<file path="src/sv/gn3_pkg.sv">
// Shared types, constants and arithmetic helpers for the 3D gradient noise block.
package gn3_pkg;

    localparam int FRAC_BITS = 16;
    localparam int ONE       = 1 << FRAC_BITS;
    localparam int FW        = FRAC_BITS;        // fraction width
    localparam int OW        = FRAC_BITS + 2;    // signed offset width, f or f - ONE
    localparam int GW        = FRAC_BITS + 3;    // gradient dot product width
    localparam int LW        = FRAC_BITS + 4;    // interpolated value width
    localparam int QDEPTH    = 2;

    typedef enum logic
    {
        KIND_LOAD = 1'b0,
        KIND_EVAL = 1'b1
    } kind_t;

    // Item handed from the front part to the back part.
    typedef struct packed
    {
        logic              is_eval;
        logic [7:0]        tbl_index;
        logic [7:0]        tbl_value;
        logic [7:0]        cx;
        logic [7:0]        cy;
        logic [7:0]        cz;
        logic [FW-1:0]     fx;
        logic [FW-1:0]     fy;
        logic [FW-1:0]     fz;
    } front_item_t;

    // Gradient dot product selected by a 4-bit hash code.
    function automatic logic signed [GW-1:0] grad(input logic [3:0] h,
        input logic signed [OW-1:0] x, input logic signed [OW-1:0] y,
        input logic signed [OW-1:0] z);
        logic signed [GW-1:0] u;
        logic signed [GW-1:0] v;
        u = (h < 4'd8) ? GW'(x) : GW'(y);
        if (h < 4'd4)
            v = GW'(y);
        else if (h == 4'd12 || h == 4'd14)
            v = GW'(x);
        else
            v = GW'(z);
        u = h[0] ? -u : u;
        v = h[1] ? -v : v;
        return u + v;
    endfunction

endpackage

</file>
<file path="src/sv/gn3_front.sv">
// Front part: accept items, split points into cell and fraction, queue for the back part.
module gn3_front
(
    input  logic                      clk,
    input  logic                      rst_n,
    input  logic                      push,
    output logic                      full,
    input  logic                      kind,
    input  logic [7:0]                table_index,
    input  logic [7:0]                table_value,
    input  logic signed [31:0]        pos_x,
    input  logic signed [31:0]        pos_y,
    input  logic signed [31:0]        pos_z,
    output logic                      q_valid,
    output gn3_pkg::front_item_t      q_item,
    input  logic                      q_take
);
    gn3_pkg::front_item_t mem_reg [gn3_pkg::QDEPTH];
    logic                 wp_reg, wp_next, rp_reg, rp_next;
    logic [1:0]           cnt_reg, cnt_next;
    gn3_pkg::front_item_t in_item;
    logic                 do_push, do_pop;

    always_comb
    begin
        in_item.is_eval   = (kind == gn3_pkg::KIND_EVAL);
        in_item.tbl_index = table_index;
        in_item.tbl_value = table_value;
        in_item.cx        = pos_x[gn3_pkg::FW +: 8];
        in_item.cy        = pos_y[gn3_pkg::FW +: 8];
        in_item.cz        = pos_z[gn3_pkg::FW +: 8];
        in_item.fx        = pos_x[gn3_pkg::FW-1:0];
        in_item.fy        = pos_y[gn3_pkg::FW-1:0];
        in_item.fz        = pos_z[gn3_pkg::FW-1:0];
    end

    assign full    = (cnt_reg == 2'(gn3_pkg::QDEPTH));
    assign q_valid = (cnt_reg != 2'd0);
    assign q_item  = mem_reg[rp_reg];
    assign do_push = push && !full;
    assign do_pop  = q_take && q_valid;
    assign wp_next = do_push ? ~wp_reg : wp_reg;
    assign rp_next = do_pop ? ~rp_reg : rp_reg;
    assign cnt_next = cnt_reg + 2'(do_push) - 2'(do_pop);

    always_ff @(posedge clk)
    begin
        if (do_push)
            mem_reg[wp_reg] <= in_item;
    end

    always_ff @(posedge clk or negedge rst_n)
    begin
        if (!rst_n)
        begin
            wp_reg  <= 1'b0;
            rp_reg  <= 1'b0;
            cnt_reg <= 2'd0;
        end
        else
        begin
            wp_reg  <= wp_next;
            rp_reg  <= rp_next;
            cnt_reg <= cnt_next;
        end
    end
endmodule

</file>
<file path="config.mk">
export PLATFORM = sky130hd
export DESIGN_NAME = gn3_front
export DESIGN_NICKNAME = d
export VERILOG_FILES = /design/src/sv/gn3_pkg.sv /design/src/sv/gn3_front.sv
export SDC_FILE = /design/constraint.sdc
export NUM_CORES = 1
export LEC_CHECK = 0
export BUFFER_PORTS_ARGS = -buffer_cell sky130_fd_sc_hd__buf_2
export CAP_MARGIN = 10
export CORE_AREA = 10 10 127 129
export CTS_BUF_LIST = sky130_fd_sc_hd__clkbuf_4
export DETAILED_ROUTE_END_ITERATION = 6
export DIE_AREA = 0 0 137 139
export GPL_TIMING_DRIVEN = 0
export PLACE_DENSITY = 0.8
export SLEW_MARGIN = 10
export SYNTH_ARGS = -nofsm -noshare
export SYNTH_HDL_FRONTEND = slang
export SYNTH_SLANG_ARGS = --single-unit
</file>
<file path="constraint.sdc">
create_clock -name clk -period 6.6 [get_ports clk]
set_input_delay 1.32 -clock clk [delete_from_list [all_inputs] [get_ports clk]]
set_output_delay 1.32 -clock clk [all_outputs]
set_load 0.02 [all_outputs]
</file>
==> results.py <==
metrics = {
    "run_status": {
        "status": "finished, final reports clean",
    },
    "clocking": {
        "clk_pin_slew_worst_paths_ns": 0.13,
        "hold_buffers": 0,
        "ctsHtreeMaxLevel": 4,
        "clockBufferDepth": 2,
        "cts_tree": "yes",
        "clkSinkCount": 182,
        "cts_resized": 0,
        "cts_root_buffer": "clkbuf_4",
        "post-cts-setup-buffers": 0,
        "insertion_delay_ns": 0.54,
        "cts_buffers": 17,
    },
    "die": {
        "die-area_um2": 19000,
        "core-area_um2": 13700,
        "die_x_um": 137,
        "start_util": 0.518,
        "die_h_um": 139,
        "row_count": 43,
        "ios": 208,
    },
    "job": {
        "drv_cap": 0,
    },
    "setup_path": {
        "worstPathMaxFanout": 10,
        "rrSetupSlack_ns": 4.74,
        "worst-path-buf-inv": 3,
        "slowest_delay_ns": 0.37,
        "slowest_stage": "dfrtp_1",
        "crit_path_cell_trace": "buf_6 -> buf_12 -> mux2_4 -> buf_2",
        "arrival_ns": 1.82,
        "cp-end-kind": "primary output",
        "worstPathRequired_ns": 5.28,
        "crit_type": "reg2out",
        "cp_top_family": "buffers and inverters",
        "cp-start-kind": "register",
    },
    "synth": {
        "synth_largest_area_cell": "edfxtp_1",
        "synth.area.mux_share": 0.189,
        "async_flop_share": 0.0220,
        "synth_most_common_cell": "edfxtp_1",
        "synth_compound_area_frac": 0,
        "ys.warnings.count": 0,
        "synth_top_family_by_area": "multiplexers",
        "avgSynthCellArea_um2": 24.0,
        "synth_nets": 414,
        "synth-seq-cells": 182,
        "synth-simple-area-share": 0.00495,
        "synth-xor-area-share": 0.00495,
        "syn_area_um2": 7080,
        "synth_cell_types": 15,
        "ys_seq_area_frac": 0.770,
        "synth_top_area_share": 0.755,
        "ys.flop_type": "edfxtp_1",
        "synth_common_cells": "edfxtp_1, mux2_4, buf_12, dfrtp_1, xnor2_1",
        "synthesis.instances": 295,
        "synth_edf_count": 178,
        "synth_fa_ha_area_frac": 0.00354,
        "synth.area.top_cells": "edfxtp_1, mux2_4, buf_12",
    },
    "sta": {
        "min_period_ns": 3.14,
        "final_max_slew_viol_count": 0,
        "post-route-period-util": 0.476,
        "finClkSkew_ns": 0.0103,
        "setup_tns_ns": 0,
        "finalHoldViolCount": 0,
        "setup_violations": 0,
        "fin_ws_ns": 3.46,
        "tightestPinTransition_ns": 0.574,
        "slew_headroom": 0.617,
        "max_freq_mhz": 318,
        "rsz0062_at_grt": "no",
    },
    "place": {
        "globalplace.congestion": 0.713,
        "portBuffers": 183,
        "dp_slack_ns": 3.87,
        "place_hpwl_um": 9620,
    },
    "layout": {
        "nets": 620,
        "multi_input_area_um2": 1440,
        "utilization": 0.626,
        "fillers": 976,
        "drive_above_1_share": 0.615,
        "regArea_um2": 5450,
        "syn2layout_area_growth_pct": 20.9,
        "diodes": 0,
        "largest_register_ffs": 178,
    },
    "routing": {
        "drc_errors": 0,
        "first_iter_violations": 156,
        "drt-total-wl_um": 13100,
        "drt_first_pass_iters": 4,
        "ant_nets": 0,
        "avgRoutedWirePerCell_um": 18.9,
        "vias": 3391,
        "viasPerCell": 4.89,
    },
    "power_and_ir_drop": {
        "power.density_nw_per_um2": 444,
        "power.total_mw": 3.80,
        "vdd_drop_max_mv": 0.314,
        "leakagePower_nw": 3.46,
    },
    "hold_path": {
        "hold_class": "in2async",
    },
    "global_routing": {
        "first_global_vias": 3758,
        "grt_start_max_net_pins": 53,
        "grt_use_total": 0.140,
        "grt_antenna_before_repair": 1,
        "grt_first_pass_wirelength_um": 20200,
        "grt-ovfl-total": 0,
    },
}
==> power by group <==
part | internal [mW] | total [mW] | switching [mW] | leakage (nW)
combinational | 0.760 | 1.63 | 0.868 | 1.64
sequential | 1.57 | 1.64 | 0.0661 | 1.70
clock | 0.191 | 0.531 | 0.340 | 0.122
total | 2.53 | 3.80 | 1.27 | 3.46
==> worst paths after layout <==
kind                                 startpoint  cells after the start                        to
setup / recovery             rp_reg$_DFFE_PN0P_                      4                q_item[25]
hold / removal                            rst_n                      1      cnt_reg[0]$_DFF_PN0_
setup reg to reg           cnt_reg[1]$_DFF_PN0_                      5  mem_reg[0][29]$_DFFE_PP_
hold reg to reg            cnt_reg[0]$_DFF_PN0_                      1      cnt_reg[0]$_DFF_PN0_
max in group asynchronous                 rst_n                      1      cnt_reg[1]$_DFF_PN0_
min in group clk           cnt_reg[0]$_DFF_PN0_                      1      cnt_reg[0]$_DFF_PN0_
==> metrics by stage <==
step	cells	hold WS, ns	area [µm²]
finish	694	0.549	8560
global route	694	0.487	8560
CTS	694	0.485	8560
detailed placement	662	0.520	8320
global placement	658	0.474	8220
floorplan	295	0.461	7080
==> worst register-to-register path: cells and delay by family, from the launching register on <==
kind          cells  cell delay, ns
buf+inv           2            0.46
flops             1            0.43
simple gates      3            0.66
==> layout make-up <==
type,count,area share
Sequential cell,182,0.636
Multi-Input combinational cell,101,0.169
Timing Repair Buffer,187,0.117
Tap cell,180,0.0263
Buffer,10,0.0224
Clock buffer,20,0.0175
Clock inverter,12,0.0104
Inverter,2,0.000877
==> cell usage in the layout (no fill, tap or decap), types with 2 or more instances in the layout <==
| cell | n |
|---|---|
| buf_2 | 183 |
| edfxtp_1 | 178 |
| mux2_4 | 89 |
| clkbuf_4 | 20 |
| buf_12 | 12 |
| clkinv_1 | 5 |
| clkinvlp_4 | 4 |
| dfrtp_1 | 4 |
| xnor2_1 | 3 |
| inv_1 | 2 |
| ha_1 | 2 |
| clkinv_2 | 2 |
==> kinds of logic (layout without fill, tap and decap cells) <==
group / count (synthesis) / after routing
buffers and inverters: 12 / 231
XOR/XNOR: 4 / 4
multiplexers: 89 / 89
AND/OR/NAND/NOR: 6 / 6
flip-flops: 182 / 182
adder cells (fa/ha/maj): 2 / 2
==> routing by layer <==
layer / track usage / wire, µm / vias to the layer above
li1: - / - / 1585
met1: 0.158 / 5010 / 1655
met2: 0.221 / 6520 / 130
met3: 0.0634 / 1280 / 21
met4: 0.0627 / 277 / 0
met5: 0 / 0 / -
No activity file was read; power rests on OpenSTA's default activity.
